### config.mk
export PLATFORM = sky130hd
export DESIGN_NAME = rwm_ctrl
export DESIGN_NICKNAME = d
export VERILOG_FILES = /design/src/rtl/rwm_pkg.sv /design/src/rtl/rwm_ctrl.sv
export SDC_FILE = /design/constraint.sdc
export NUM_CORES = 1
export LEC_CHECK = 0
export ABC_AREA = 1
export BUFFER_PORTS_ARGS = -buffer_cell sky130_fd_sc_hd__buf_2
export CAP_MARGIN = 40
export CORE_AREA = 2 2 39 41
export CTS_BUF_LIST = sky130_fd_sc_hd__clkbuf_16
export DETAILED_ROUTE_END_ITERATION = 10
export DIE_AREA = 0 0 41 43
export GPL_TIMING_DRIVEN = 0
export SLEW_MARGIN = 15
export SYNTH_ARGS = -nofsm -noshare
export SYNTH_HDL_FRONTEND = slang
export SYNTH_SLANG_ARGS = --single-unit
### constraint.sdc
create_clock -name aclk -period 1.4 [get_ports aclk]
set_clock_uncertainty 0.15 [all_clocks]
set_input_delay 0.14 -clock aclk [delete_from_list [all_inputs] [get_ports aclk]]
set_output_delay 0.14 -clock aclk [all_outputs]
set_load 0.02 [all_outputs]
### src/rtl/rwm_pkg.sv
// rwm_pkg: shared types and constants of the raster weight map query block
// used by rwm_ctrl, rwm_datapath and raster_weight_map_query; no dependencies
package rwm_pkg;

    localparam int MAX_CELLS_DEF = 4096;
    localparam int MAX_SIDE_DEF  = 64;

    localparam int POS_W      = 32;
    localparam int SHIFT_W    = 5;
    localparam int WEIGHT_W   = 2;
    localparam int SIDE_CFG_W = 7;
    localparam int OP_W       = 2;
    localparam int CFG_DATA_W = 32;
    localparam int CFG_IDX_W  = 3;
    localparam int S_TDATA_W  = 72;
    localparam int M_TDATA_W  = 8;

    localparam logic [CFG_IDX_W-1:0] REG_ORIGIN_X   = 3'd0;
    localparam logic [CFG_IDX_W-1:0] REG_ORIGIN_Y   = 3'd1;
    localparam logic [CFG_IDX_W-1:0] REG_CELL_SHIFT = 3'd2;
    localparam logic [CFG_IDX_W-1:0] REG_COLUMNS    = 3'd3;
    localparam logic [CFG_IDX_W-1:0] REG_ROWS       = 3'd4;

    localparam logic [WEIGHT_W-1:0] W_EMPTY  = 2'd0;
    localparam logic [WEIGHT_W-1:0] W_WEAK   = 2'd1;
    localparam logic [WEIGHT_W-1:0] W_STRONG = 2'd2;
    localparam logic [WEIGHT_W-1:0] W_FULL   = 2'd3;

    typedef enum logic [OP_W-1:0] {
        OP_CLEAR = 2'd0,
        OP_SET   = 2'd1,
        OP_QUERY = 2'd2,
        OP_NOP   = 2'd3
    } op_t;

    typedef enum logic [3:0] {
        ST_INIT,
        ST_IDLE,
        ST_DISPATCH,
        ST_WIPE,
        ST_SET_ADDR,
        ST_SET_READ,
        ST_SET_WRITE,
        ST_ALIGN,
        ST_WINDOW,
        ST_SCAN,
        ST_DRAIN,
        ST_DONE
    } rwm_state_t;

    typedef struct packed {
        logic load_in;
        logic sweep_en;
        logic set_addr;
        logic set_write;
        logic align;
        logic window;
        logic scan_step;
        logic out_load;
    } rwm_cmd_t;

    typedef struct packed {
        op_t  op;
        logic bad;
        logic sweep_last;
        logic win_ok;
        logic scan_last;
        logic pipe_empty;
        logic out_free;
    } rwm_status_t;

endpackage

### src/rtl/rwm_ctrl.sv
// rwm_ctrl: sequencing state machine of the raster weight map query block
// depends on rwm_pkg; drives rwm_datapath through rwm_cmd_t
module rwm_ctrl import rwm_pkg::*; (
    input  logic        aclk,
    input  logic        aresetn,
    input  logic        s_tvalid,
    output logic        s_tready,
    output rwm_cmd_t    cmd,
    input  rwm_status_t status
);

    rwm_state_t state_reg;
    rwm_state_t state_next;

    always_ff @(posedge aclk) begin
        if (!aresetn) begin
            state_reg <= ST_INIT;
        end else begin
            state_reg <= state_next;
        end
    end

    always_comb begin
        state_next = state_reg;
        unique case (state_reg)
            ST_INIT: begin
                if (status.sweep_last) state_next = ST_IDLE;
            end
            ST_IDLE: begin
                if (s_tvalid) state_next = ST_DISPATCH;
            end
            ST_DISPATCH: begin
                unique case (status.op)
                    OP_CLEAR: state_next = ST_WIPE;
                    OP_SET:   state_next = ST_SET_ADDR;
                    OP_QUERY: state_next = status.bad ? ST_DONE : ST_ALIGN;
                    default:  state_next = ST_DONE;
                endcase
            end
            ST_WIPE: begin
                if (status.sweep_last) state_next = ST_DONE;
            end
            ST_SET_ADDR:  state_next = ST_SET_READ;
            ST_SET_READ:  state_next = ST_SET_WRITE;
            ST_SET_WRITE: state_next = ST_DONE;
            ST_ALIGN:     state_next = ST_WINDOW;
            ST_WINDOW:    state_next = ST_SCAN;
            ST_SCAN: begin
                if (!status.win_ok || status.scan_last) state_next = ST_DRAIN;
            end
            ST_DRAIN: begin
                if (status.pipe_empty) state_next = ST_DONE;
            end
            ST_DONE: begin
                if (status.out_free) state_next = ST_IDLE;
            end
            default: state_next = ST_INIT;
        endcase
    end

    always_comb begin
        cmd      = '0;
        s_tready = 1'b0;
        unique case (state_reg)
            ST_INIT:      cmd.sweep_en = 1'b1;
            ST_IDLE: begin
                s_tready    = 1'b1;
                cmd.load_in = s_tvalid;
            end
            ST_WIPE:      cmd.sweep_en = 1'b1;
            ST_SET_ADDR:  cmd.set_addr = 1'b1;
            ST_SET_WRITE: cmd.set_write = 1'b1;
            ST_ALIGN:     cmd.align = 1'b1;
            ST_WINDOW:    cmd.window = 1'b1;
            ST_SCAN:      cmd.scan_step = status.win_ok;
            ST_DONE:      cmd.out_load = status.out_free;
            default: begin
                cmd      = '0;
                s_tready = 1'b0;
            end
        endcase
    end

endmodule

## After elaboration in Yosys (flattened, before gate mapping)

Index checks and enable logic that the tools add are counted.

| cells by class | value |
|---|---|
| eq/ne operators | 19 |
| multiplexer cells | 18 |
| reduce and logical (&&, ||, !) cells | 6 |

Operators by type and width:

| kind | number |
|---|---|
| $pmux 4 s12 | 1 |
| $mux 4 | 7 |
| $eq 4x3->1 const B | 4 |
| $eq 4x4->1 const B | 4 |
| $ne 2x2->1 const B | 6 |
| $pmux 4 s3 | 1 |
| $mux 1 | 9 |
| $eq 4x2->1 const B | 2 |
| $reduce_and 6->1 | 1 |
| $eq 4x1->1 const B | 1 |
| $logic_not 4->1 | 1 |
| $eq 2x1->1 const B | 1 |
| $eq 2x2->1 const B | 1 |
| $logic_not 2->1 | 1 |
| $reduce_or 2->1 | 1 |
| $logic_not 1->1 | 1 |
| $logic_or 1x1->1 | 1 |

| storage, ports and cells | value |
|---|---|
| flip-flop bits (word level) | 4 |
| logic and storage cells | 44 |
| output and inout port bits | 9 |
| input port bits | 11 |

## Longest topological paths before layout

Gate-level depths: netlist (run 1).

| depth | value |
|---|---|
| word-level depth | 4 |
| depth in mapped cells | 9 |
| depth with buffers taken out | 9 |

## Least setup slack after synthesis (run 1)

No wires, ideal clock.

| path | value |
|---|---|
| kind | reg2out |
| start point | register state_reg[0] |
| end point | output port cmd[1] (netlist bit) |
| slack | -0.090 ns |
| arrival | 1.200 ns |
| stages on the path, launching flop included | 3 |
| path buffers | 0 |
| data required time | 1.110 ns |
| path through | dfxtp_1 -> inv_1 -> nor4_1 |

RTL lines:

| what | RTL line | text |
|---|---|---|
| from (decl) | rwm_ctrl.sv:12 | `rwm_state_t state_reg;` |
| from (signal assigned) | rwm_ctrl.sv:19 | `state_reg <= state_next;` |
| to (decl) | rwm_ctrl.sv:8 | `output rwm_cmd_t cmd,` |

## Worst setup path in the final report (run 1)

| path | value |
|---|---|
| start point | register state_reg[3] |
| end point | register state_reg[3] |

| between the ends | value |
|---|---|
| longest elaborated chain between the ends | 3 |
| elaborated cells on any way between the ends | 20 |
| those cells by class | 17 x eq/ne; 1 x mux; 2 x reduce/logical |

Ends and longest elaborated chain:

| what | RTL line | text |
|---|---|---|
| $eq 4x4->1, or another cell as far along | rwm_ctrl.sv:25 | `unique case (state_reg)` |
| $ne 2x2->1 (no line) | - |  |
| $reduce_and 6->1 (no line) | - |  |

Parallel ways exist; a longest one is shown, timed or not.
A chain may end at the register's enable or synchronous reset.

==> results of run 1 <==
cell families after synthesis:
family,count (synthesis)
AO/OA/AOI/OAI,7
buffers and inverters,19
flip-flops,4
AND/OR/NAND/NOR,58
layout make-up:
class / instances / area [um^2]
Multi-Input combinational cell: 65 / 388
Tap cell: 16 / 20.0
Fill cell: 124 / 547
Sequential cell: 4 / 95.1
Timing Repair Buffer: 25 / 183
Inverter: 19 / 76.3
Clock buffer: 3 / 75.1
per-stage QoR:
step / TNS (ps) / setup slack [ps] / hold WS (ps) / std cells
2_1_floorplan: 0 / 9.52 / 161 / 88
3_3_place_gp: -131 / -45.2 / 279 / 123
3_5_place_dp: -87.5 / -30.0 / 287 / 123
4_1_cts: -47.6 / -31.7 / 53.6 / 128
5_1_grt: -631 / -146 / 85.5 / 132
6_report: -137 / -80.1 / 63.0 / 132
layer usage:
layer,wire (um),vias up,part of all wire
met2,805,19,0.54
met1,589,283,0.40
met5,0,-,0
met4,15,0,0.010
li1,-,324,-
met3,67,2,0.045
power groups by stage:
stage	Clock, W	Combinational [W]	Sequential, W
2_1_floorplan	0	0.000492	0.000203
3_3_place_gp	0	0.000638	0.000219
3_5_place_dp	0	0.000640	0.000217
4_1_cts	0.000445	0.000709	0.000239
5_1_grt	0.000458	0.00109	0.000294
6_report	0.000439	0.00100	0.000288
critical path: stages, from the launching register on:
cell and delay (ps):
dfxtp_4 370, nor2_4 210, buf_6 140, nand3_2 70
nand2_1 80, nor2_2 50, nand2_2 90, nand2_1 80
a21oi_1 150
what timing repair did:
action | in CTS | in global routing
buffers inserted | 2 | 4
resized for setup | 15 | 34
pin swaps | 3 | 15
endpoints found under the setup margin | 12 | 12
worst max path at each step:
stage                                      endpoint                 startpoint  slack (ps)
after floorplan           state_reg[1]$_SDFFE_PN0P_  state_reg[0]$_SDFFE_PN0P_          10
final                     state_reg[3]$_SDFFE_PN0P_  state_reg[3]$_SDFFE_PN0P_         -80
after CTS                                    cmd[5]  state_reg[1]$_SDFFE_PN0P_         -30
after global routing      state_reg[3]$_SDFFE_PN0P_  state_reg[3]$_SDFFE_PN0P_        -150
after global placement    state_reg[1]$_SDFFE_PN0P_  state_reg[0]$_SDFFE_PN0P_         -50
after detailed placement  state_reg[1]$_SDFFE_PN0P_  state_reg[0]$_SDFFE_PN0P_         -30
synthesized netlist by cell type:
cell | instances | area, um^2
nor2_1 | 11 | 41.3
dfxtp_1 | 4 | 80.1
nor2_4 | 1 | 11.3
nor4_1 | 1 | 6.26
nor2_2 | 4 | 25.0
nand3_1 | 9 | 45.0
nand2_2 | 2 | 12.5
o211ai_1 | 1 | 7.51
a21oi_1 | 5 | 25.0
inv_1 | 19 | 71.3
nor3_1 | 2 | 10.0
nand2_1 | 28 | 105
o21ai_0 | 1 | 5.00
==> reports/results.ini, run 1 <==
[outcome]
status = finished, violations left
violations = setup timing

[clock_network]
cts_hold_buf = 0
htreeDepth = 1
cts_tree = yes
clk_pin_slew_ps = 30
clock_path_buffers = 2
insertion_delay_ps = 220
cts_buffers = 3
clkSinkCount = 4
cts_root_buffer = clkbuf_16

[placed_design]
routabilityCongestion = 0.823
dp.final_hpwl_um = 892
placed_area_um2 = 567
port_buffers = 19

[power]
total_power_w = 0.00173
combPwrFrac = 0.580
power.internal_w = 0.000974
leakage_nw = 0.453
ir_worst_vdd_mv = 1.42
power_density_mw_per_mm2 = 2070
swShare = 0.437
clkPwrFrac = 0.254
power_frac_seq = 0.167
p_sw_w = 0.000756

[worst_setup_path]
crit_path_max_fanout = 6
cp.arrival_ps = 1470
crit-reg2reg-capture = state_reg[3]$_SDFFE_PN0P_
r2r_cells = 8
critPathRequiredTime_ps = 1390
criticalPathCategory = register to register
worstReg2RegStart = state_reg[3]$_SDFFE_PN0P_
worstSetupStartpointType = register
end_kind = register
r2r_setup_slack_ps = -80

[timing]
slew_headroom = 0.834
grt_setup_unrepaired = true
hold_viol = 0
final.min_clock_period_ps = 1480
setup_ws_ps = -80.1
setup_viol = 5
finalMaxSlewViolations = 0
worst_slew_pin_slew_ps = 246
post-route-period-util = 1.06
fmax_mhz = 676

[final_layout]
nNetsFinal = 129
final_common_cell = nand2_1
final_core_utilization = 0.605
drive_gt1_frac = 0.534
final_cell_mix = nand2_1, inv_1, buf_2
final_cell_area_um2 = 837
diodes = 0
largest_reg_flops = 4
syn_to_final_growth_pct = 87.9

[min_path]
whs_endpoint = state_reg[1]$_SDFFE_PN0P_
hp-class = input pin to register
min_from = aresetn
hold_depth = 3

[floorplanning]
dieArea_mm2 = 0.00176
coreArea_mm2 = 0.00138
num_io_pins = 20
row_count = 14
die_x_um = 41
fp.dieH_um = 43
start_util = 0.322

[grt]
grt_start_max_net_pins = 8
antenna_found_initial = 0
grt_pass1_vias = 480
grt_usage = 0.151
grtUsageMet2 = 0.234
busiest_layer = met2
grt_pass1_wl_um = 1900
gr-total-overflow = 0
met3_usage = 0.0471
grt.met1_usage = 0.205

[drt]
postRouteAntennaNets = 0
routed_wl_um = 1480
vias = 628
via_per_inst = 4.76
drc = 0
drt_pass1_iterations = 4
drtIter0Drc = 8
routedWlPerCell_um = 11.2

[logic_synthesis]
yosys.area_share.xor_xnor = 0
ys_ff_latch = 4
synth_cells = 88
synth_fa_ha_area_frac = 0
yosys.area_share.simple = 0.576
synth.cell_area_um2 = 445
synth_top_family_by_area = simple AND/OR/NAND/NOR gates
synth.avg_cell_area_um2 = 5.06
ys_warn_count = 0
synthesis.nets = 99
ys_types = 13
synth_compound_area_frac = 0.0843
synth_mux_area_frac = 0
ys_seq_area_frac = 0.180

[run]
maxCapViolations = 0

Power figures use the tool's default switching activity.
==> run 2, diff against run 1 <==
- RECOVER_POWER: unset -> 25
- SKIP_LAST_GASP: unset -> 1
==> reports/results.ini, run 2 (synthesis gave the netlist of run 1 again) <==
[outcome]
status = finished, violations left  ; unchanged
violations = setup timing  ; unchanged

[drt]
vias = 621  ; was 628
drc = 0  ; unchanged
drtIter0Drc = 12  ; was 8
postRouteAntennaNets = 0  ; unchanged
via_per_inst = 4.70  ; was 4.76
routed_wl_um = 1390  ; was 1480 um
drt_pass1_iterations = 4  ; unchanged
routedWlPerCell_um = 10.5  ; was 11.2 um

[final_layout]
final_cell_mix = nand2_1, inv_1, buf_2  ; unchanged
fill_cells = 125  ; was 124
diodes = 0  ; unchanged
nNetsFinal = 129  ; unchanged
finalNonFillerCells = 132  ; unchanged
seq_area_um2 = 92.6  ; was 95.1 um^2
final_common_cell = nand2_1  ; unchanged
drive_gt1_frac = 0.517  ; was 0.534
largest_reg_flops = 4  ; unchanged
multi_input_area_um2 = 383  ; was 388 um^2
final_core_utilization = 0.599  ; was 0.605
syn_to_final_growth_pct = 86.2  ; was 87.9%

[worst_setup_path]
r2r_setup_slack_ps = -30  ; was -80 ps
critPathRequiredTime_ps = 1390  ; about the same
crit_path_max_fanout = 6  ; unchanged
worstSetupStartpointType = register  ; unchanged
cp.arrival_ps = 1430  ; was 1470 ps
cp_slowest_cell = dfxtp_4  ; unchanged
slowest_delay_ps = 370  ; about the same
path_cells = nor2_4 > buf_6 > nand3_2 > nand2_1 > nor2_2 > nand2_2 > nand2_1 > a21oi_1  ; unchanged
end_kind = register  ; unchanged
worst_path_most_repeated_cell = nand2_1  ; unchanged
criticalPathCategory = register to register  ; unchanged

[power]
ir_worst_vdd_mv = 1.42  ; about the same
power_density_mw_per_mm2 = 2060  ; was 2070 mW/mm^2
leakage_nw = 0.456  ; was 0.453 nW

[timing]
setup_ws_ps = -32.7  ; was -80.1 ps
slew_headroom = 0.838  ; was 0.834
finalMaxSlewViolations = 0  ; unchanged
post-route-period-util = 1.02  ; was 1.06
grt_setup_unrepaired = true  ; unchanged
whs_ps = 54.7  ; was 63.0 ps
worst_slew_pin_slew_ps = 240  ; was 246 ps
final.min_clock_period_ps = 1430  ; was 1480 ps
hold_viol = 0  ; unchanged
setup_viol = 4  ; was 5
tns_ps = -90.0  ; was -137 ps
fmax_mhz = 698  ; was 676 MHz

[grt]
grt_pass1_wl_um = 1900  ; unchanged
gr-total-overflow = 0  ; unchanged
antenna_found_initial = 0  ; unchanged
grt_pass1_vias = 480  ; unchanged
grt_usage = 0.151  ; unchanged
grt_start_max_net_pins = 8  ; unchanged

[clock_network]
insertion_delay_ps = 220  ; about the same
cts_hold_buf = 0  ; unchanged
clkSinkCount = 4  ; unchanged
cts_tree = yes  ; unchanged
cts_buffers = 3  ; unchanged
clock_path_buffers = 2  ; unchanged
htreeDepth = 1  ; unchanged
cts_root_buffer = clkbuf_16  ; unchanged
clk_pin_slew_ps = 30  ; about the same

[placed_design]
dp.cells = 123  ; unchanged
routabilityCongestion = 0.823  ; unchanged
dp.final_hpwl_um = 892  ; unchanged
port_buffers = 19  ; unchanged
dp_slack_ps = -30.0  ; unchanged

[min_path]
hp-class = input pin to register  ; unchanged

[floorplanning]
dieArea_mm2 = 0.00176  ; unchanged
start_util = 0.322  ; unchanged
row_count = 14  ; unchanged
fp.dieH_um = 43  ; unchanged
num_io_pins = 20  ; unchanged
die_x_um = 41  ; unchanged
coreArea_mm2 = 0.00138  ; unchanged

[run]
maxCapViolations = 0  ; unchanged

run 2: per-layer routing:
metal | vias to the layer above | part of all wire | GRT usage
met3 | 0 | 0.056 | 0.0471
met1 | 277 | 0.39 | 0.205
met5 | - | 0 | 0
met4 | 0 | 0 | 0.0200
li1 | 324 | - | -
met2 | 20 | 0.56 | 0.234
run 2: repair_timing:
action / in CTS / in global routing
resized for setup: 14 / 32
buffers inserted: 2 / 4
setup endpoints to repair: 12 / 12
pin swaps: 3 / 14
run 2: report_power, final:
part	internal, W	switching, W	total [W]
sequential	0.000172	0.000114	0.000286
combinational	0.000433	0.000554	0.000987
clock	0.000364	0.0000749	0.000439
total	0.000970	0.000742	0.00171
run 2: path summary, 6_finish.rpt:
check | startpoint | end | cells after the start
worst max-delay path | state_reg[3]$_SDFFE_PN0P_ | state_reg[0]$_SDFFE_PN0P_ | 8
worst min-delay path | aresetn | state_reg[1]$_SDFFE_PN0P_ | 3
worst max register to register | state_reg[3]$_SDFFE_PN0P_ | state_reg[0]$_SDFFE_PN0P_ | 8
worst min register to register | state_reg[3]$_SDFFE_PN0P_ | state_reg[3]$_SDFFE_PN0P_ | 2
run 2: worst max-delay path, delay by kind of cell, from the launching register on:
family,cells,cell delay [ps]
and+or+nand+nor,6,590
buffers and inverters,1,130
DFF,1,370
AOI/OAI and AO/OA,1,110
run 2: final cells by class:
class                   count  area share
flip-flops and latches      4       0.112
clock buffers               3      0.0905
inverters                  19      0.0920
multi-input cells          65       0.462
repair buffers             25       0.220
well taps                  16      0.0241
run 2: per-stage QoR:
stage / power, W / cell area (um^2)
4_1_cts: 0.00139 / 684
6_report: 0.00171 / 830
2_1_floorplan: 0.000695 / 452
3_5_place_dp: 0.000857 / 567
5_1_grt: 0.00183 / 830
3_3_place_gp: 0.000857 / 567
